===== config.mk =====
export PLATFORM = sky130hd
export DESIGN_NAME = cpu16_eu_regfile
export DESIGN_NICKNAME = d
export VERILOG_FILES = /design/src/rtl/cpu16_eu_pkg.sv /design/src/rtl/cpu16_eu_regfile.sv
export SDC_FILE = /design/constraint.sdc
export NUM_CORES = 1
export LEC_CHECK = 0
export BUFFER_PORTS_ARGS = -buffer_cell sky130_fd_sc_hd__buf_4
export CAP_MARGIN = 20
export CORE_MARGIN = 5
export CORE_UTILIZATION = 50
export DETAILED_ROUTE_END_ITERATION = 10
export PLACE_DENSITY = 0.75
export SETUP_SLACK_MARGIN = 0.5
export SLEW_MARGIN = 40
export SYNTH_ARGS = -nofsm -noshare
export SYNTH_HDL_FRONTEND = slang
export SYNTH_SLANG_ARGS = --single-unit

===== constraint.sdc =====
create_clock -name clk -period 2.7 [get_ports clk]
set_input_delay 0.27 -clock clk [delete_from_list [all_inputs] [get_ports clk]]
set_output_delay 0.27 -clock clk [all_outputs]
set_load 0.005 [all_outputs]

===== src/rtl/cpu16_eu_pkg.sv =====
// Shared types, opcode and function codes, and reset constants of the
// cpu16 execute unit. No dependencies; imported by every other file.
package cpu16_eu_pkg;

  // Instruction classes
  localparam logic [2:0] OP_REG    = 3'd0;
  localparam logic [2:0] OP_IMM    = 3'd1;
  localparam logic [2:0] OP_BRANCH = 3'd2;
  localparam logic [2:0] OP_STORE  = 3'd3;
  localparam logic [2:0] OP_LOAD   = 3'd4;
  localparam logic [2:0] OP_JUMP   = 3'd5;
  localparam logic [2:0] OP_UPPER  = 3'd6;
  localparam logic [2:0] OP_SYSTEM = 3'd7;

  // Register class
  localparam logic [3:0] FR_ADD  = 4'h0;
  localparam logic [3:0] FR_SUB  = 4'h1;
  localparam logic [3:0] FR_SHL  = 4'h4;
  localparam logic [3:0] FR_SHR  = 4'h5;
  localparam logic [3:0] FR_SRA  = 4'h6;
  localparam logic [3:0] FR_OR   = 4'h7;
  localparam logic [3:0] FR_AND  = 4'h8;
  localparam logic [3:0] FR_XOR  = 4'h9;
  localparam logic [3:0] FR_JR   = 4'hB;
  localparam logic [3:0] FR_JALR = 4'hC;

  // Immediate class
  localparam logic [3:0] FI_ADD = 4'h0;
  localparam logic [3:0] FI_OR  = 4'h4;
  localparam logic [3:0] FI_AND = 4'h5;
  localparam logic [3:0] FI_XOR = 4'h6;
  localparam logic [3:0] FI_LI  = 4'h7;

  // Branch class
  localparam logic [3:0] FB_EQ  = 4'h0;
  localparam logic [3:0] FB_NE  = 4'h1;
  localparam logic [3:0] FB_EQZ = 4'h2;
  localparam logic [3:0] FB_NEZ = 4'h3;
  localparam logic [3:0] FB_LT  = 4'h4;
  localparam logic [3:0] FB_GE  = 4'h5;
  localparam logic [3:0] FB_LTU = 4'h6;
  localparam logic [3:0] FB_GEU = 4'h7;

  // Store and load classes
  localparam logic [3:0] FS_B  = 4'h0;
  localparam logic [3:0] FS_W  = 4'h1;
  localparam logic [3:0] FL_B  = 4'h0;
  localparam logic [3:0] FL_W  = 4'h1;
  localparam logic [3:0] FL_BU = 4'h4;

  localparam logic [15:0] PC_RESET = 16'h0020;
  localparam logic [15:0] PC_STEP  = 16'd2;
  localparam logic [2:0]  SP_INDEX = 3'd2;
  localparam logic [15:0] SP_RESET = 16'hEFFE;

  typedef struct packed {
    logic [2:0]         op;
    logic [3:0]         funct;
    logic [2:0]         dest_index;
    logic [2:0]         src1_index;
    logic [2:0]         src2_index;
    logic signed [15:0] imm_value;
    logic [6:0]         imm_raw7;
    logic               link_flag;
  } instr_t;

  typedef struct packed {
    logic [15:0] next_pc;
    logic        reg_write_valid;
    logic [2:0]  reg_write_index;
    logic [15:0] reg_write_value;
  } result_t;

  typedef struct packed {
    logic       en;
    logic [2:0] idx_a;
    logic [2:0] idx_b;
  } rf_rd_t;

  typedef struct packed {
    logic        en;
    logic [2:0]  idx;
    logic [15:0] data;
  } rf_wr_t;

  typedef struct packed {
    logic        rd_en;
    logic        wr_en;
    logic        word;
    logic [15:0] addr;
    logic [15:0] wdata;
  } dmem_req_t;

  function automatic logic [15:0] reg_reset_value(input logic [2:0] idx);
    return (idx == SP_INDEX) ? SP_RESET : 16'h0000;
  endfunction

endpackage


===== src/rtl/cpu16_eu_regfile.sv =====
// Eight-entry register file with two registered read ports and one write port.
// Depends on cpu16_eu_pkg for the port structs and the reset values.
module cpu16_eu_regfile import cpu16_eu_pkg::*; (
  input  logic        clk,
  input  logic        rst,
  input  rf_rd_t      rd,
  input  rf_wr_t      wr,
  output logic [15:0] rdata_a,
  output logic [15:0] rdata_b
);

  logic [15:0] regs [8];
  logic [7:0]  written;
  logic [15:0] cur_a;
  logic [15:0] cur_b;

  always_ff @(posedge clk) begin
    if (wr.en) begin
      regs[wr.idx] <= wr.data;
    end
  end

  // An entry not yet written reads as its reset value.
  always_ff @(posedge clk) begin
    if (rst) begin
      written <= 8'h00;
    end else if (wr.en) begin
      written[wr.idx] <= 1'b1;
    end
  end

  // A write landing at the same edge as the read is forwarded.
  always_comb begin
    if (wr.en && wr.idx == rd.idx_a) begin
      cur_a = wr.data;
    end else if (written[rd.idx_a]) begin
      cur_a = regs[rd.idx_a];
    end else begin
      cur_a = reg_reset_value(rd.idx_a);
    end
    if (wr.en && wr.idx == rd.idx_b) begin
      cur_b = wr.data;
    end else if (written[rd.idx_b]) begin
      cur_b = regs[rd.idx_b];
    end else begin
      cur_b = reg_reset_value(rd.idx_b);
    end
  end

  always_ff @(posedge clk) begin
    if (rd.en) begin
      rdata_a <= cur_a;
      rdata_b <= cur_b;
    end
  end

endmodule


==> reports/metrics.cfg <==
[run_status]
status = complete, no violations

[global_route]
grt_pass1_wl_um = 27260
grt_pass1_vias = 4571
grt_usage_pct = 20.66
antenna_found_initial = 0
grt_max_degree = 33
grt-ovfl-total = 0

[power_and_ir_drop]
power_frac_clock_pct = 39.7
switching_share_pct = 21.63
peakVddDrop_mv = 0.4322
power_frac_seq_pct = 50.6
internal_power_mw = 4.704
p_switching_mw = 1.298
pwr_density_cell_nw_per_um2 = 671.5
total_power_mw = 6.002
comb_power_share_pct = 9.8
leakage_nw = 3.087

[yosys]
netlist.top_cell.by_area = edfxtp_1
synth_area_leaders = edfxtp_1 62%, mux4_2 19%, mux2i_1 4.5%
synth_top_family_by_area = multiplexers
netlist_top_cells_count = 160 x edfxtp_1, 65 x mux4_2, 35 x mux2i_1, 34 x nor2_1, 15 x o21ai_1
synthFlopType = edfxtp_1
synth-compound-area-share_pct = 4.919
yosysTopAreaCellShare_pct = 62.34
synth-xor-area-share_pct = 0.6818
yosysSeqAreaShare_pct = 64.42
synth.most_common_cell = edfxtp_1
muxShareOfSynthArea_pct = 23.83
synth_edf_count = 160
yosys.area_share.adder_pct = 0
yosysWarnings = 0
syn_area_per_cell_sq_um = 18.31
synth_area_sq_um = 7707
synthDistinctLibCells = 39
synth_cells = 421
synth_simple_gate_area_share_pct = 3.523
ys_ff_latch = 168
postSynth.asyncResetShare_pct = 0
synthesis.nets = 450

[layout]
stdcell_count = 685
synthToLayoutAreaGrowth_pct = 15.97
drive_gt1_share_pct = 35.21
final_net_count = 514
antenna_cells_inserted = 0

[floorplanning]
rows = 45
initial_utilization_pct = 50.89
die_area_sq_um = 18000
coreArea_sq_um = 15150
ios = 61
die_y_um = 134.2
die_w_um = 134.2

[critical_path]
r2r-end = rdata_b[7]$_DFFE_PP_
cp.required_ns = 2.84
worst-r2r-cell-count = 4
r2r_slack_ns = 0.59
cp-start-kind = flip-flop
rr_startpoint = written[7]$_SDFFE_PP0P_
arrival_ns = 2.25
cp_max_fo = 15
end_kind = flip-flop
path_class = flip-flop to flip-flop

[detailed_routing]
drt_iter0_drc = 518
wl_met1_um = 7180
met3_length_um = 1344
drt-total-wl_um = 17810
firstDrtPassIters = 4
drc = 0
dr_total_vias = 4470
wl_per_cell_um = 25.99
ant_nets = 0
wl_met2_um = 8918
topRoutingLayerUsed = met4
vias_per_cell = 6.526

[timing]
whs_ns = 0.06289
finalHoldViolCount = 0
period_minus_slack_ns = 2.114
timing.fmax_mhz = 473.1
slew_violations = 0
rsz0062_at_grt = no
worstMarginPinSlew_ns = 0.7629
period_share_pct = 78.29
slew_headroom_pct = 49.14
setup_viol = 0
finClkSkew_ns = 0.006051
fin_setup_tns_ns = 0

[clock_network]
cts_max_level = 4
cts_buffers = 17
postCtsSetupBuffers = 0
clk_pin_slew_ns = 0.06
ctsResizeCount = 0
clock_path_buffers = 2
ctsHoldBuffers = 0
cts-root-buf = clkbuf_16
clock_latency_ns = 0.43
cts_tree = built
clkSinkCount = 168

[run]
drv_cap = 0

[hold_path]
hold_end = written[1]$_SDFFE_PP0P_
holdPathStages = 2
hp-start = rst
hold_class = primary input to flip-flop

[placed_design]
portBuffers = 60
finalWeightedCongestion = 0.8056
place_hpwl_um = 10710
dpl.cell_count = 653

==> cells in the final DEF (no fill, tap or decap), drive strengths merged, types with 2 or more instances in the layout <==
cell	n
o22a	13
nand2	5
o22ai	2
dfxtp	8
inv	3
clkinv	7
xnor2	6
nor2b	2
nor2	34
edfxtp	160
mux4	65
o21ai	15
nand2b	4
mux2i	36
nor3	3
clkbuf	20
buf	78
a21oi	14
bufinv	3
and3b	2
==> routing by layer <==
metal / up-vias / GRT usage, %
li1: 1876 / -
met1: 2328 / 27.99
met2: 233 / 33.46
met3: 33 / 4.539
met4: 0 / 7.410
met5: - / 0
==> final cells by class <==
type | count | area [sq um]
fillers | 1098 | 6207
flip-flops and latches | 168 | 4965
multi-input cells | 217 | 2561
repair buffers | 78 | 598.1
clock buffers | 20 | 436.7
well taps | 188 | 235.2
clock inverters | 11 | 131.4
inverters | 3 | 11.26
==> through the flow <==
step	util [%]	worst slack (ns)	area, sq um
detailed placement	55.14	0.2508	8352
global placement	55.14	0.2669	8352
floorplan	-	0.6419	7707
global route	59.02	0.5782	8939
finish	59.02	0.5861	8939
CTS	58.89	0.5826	8920
==> critical path, cell delays in order (launching register included) <==
cell and delay [ns]:
dfxtp_1 0.36, mux4_2 0.47, nor2b_1 0.17, a2111o_1 0.62
o21ai_1 0.20
==> sequential cells by signal, indices dropped and copies added (netlist names) <==
signal / flops
rdata_b: 16
regs: 128
written: 8
rdata_a: 16
==> cell families (layout without fill, tap and decap cells) <==
logic type             count (synthesis)  in the layout
flip-flops                           168            168
multiplexers                         101            101
AND/OR/NAND/NOR                       57             57
AO/OA/AOI/OAI                         53             53
buffers and inverters                 36            112
XOR/XNOR                               6              6
==> how the worst max path moves through the flow <==
stage,from,to,slack (ns),cells after the start
3_5_place_dp,rd[2],rdata_b[7]$_DFFE_PP_,0.25,5
5_1_grt,written[7]$_SDFFE_PP0P_,rdata_b[3]$_DFFE_PP_,0.58,4
4_1_cts,written[7]$_SDFFE_PP0P_,rdata_b[7]$_DFFE_PP_,0.58,4
6_report,written[7]$_SDFFE_PP0P_,rdata_b[7]$_DFFE_PP_,0.59,4
3_3_place_gp,rd[2],rdata_b[6]$_DFFE_PP_,0.27,5
2_1_floorplan,wr[17],regs[1][0]$_DFFE_PP_,0.64,2
==> power groups by stage <==
stage	combinational, mW	sequential (mW)	clock (mW)
finish	0.588	3.03	2.38
detailed placement	0.583	3.09	0
CTS	0.588	3.03	2.41
floorplan	0.355	3.07	0
global placement	0.571	3.08	0
global route	0.628	3.04	2.54
(Power assumes the default switching activity.)
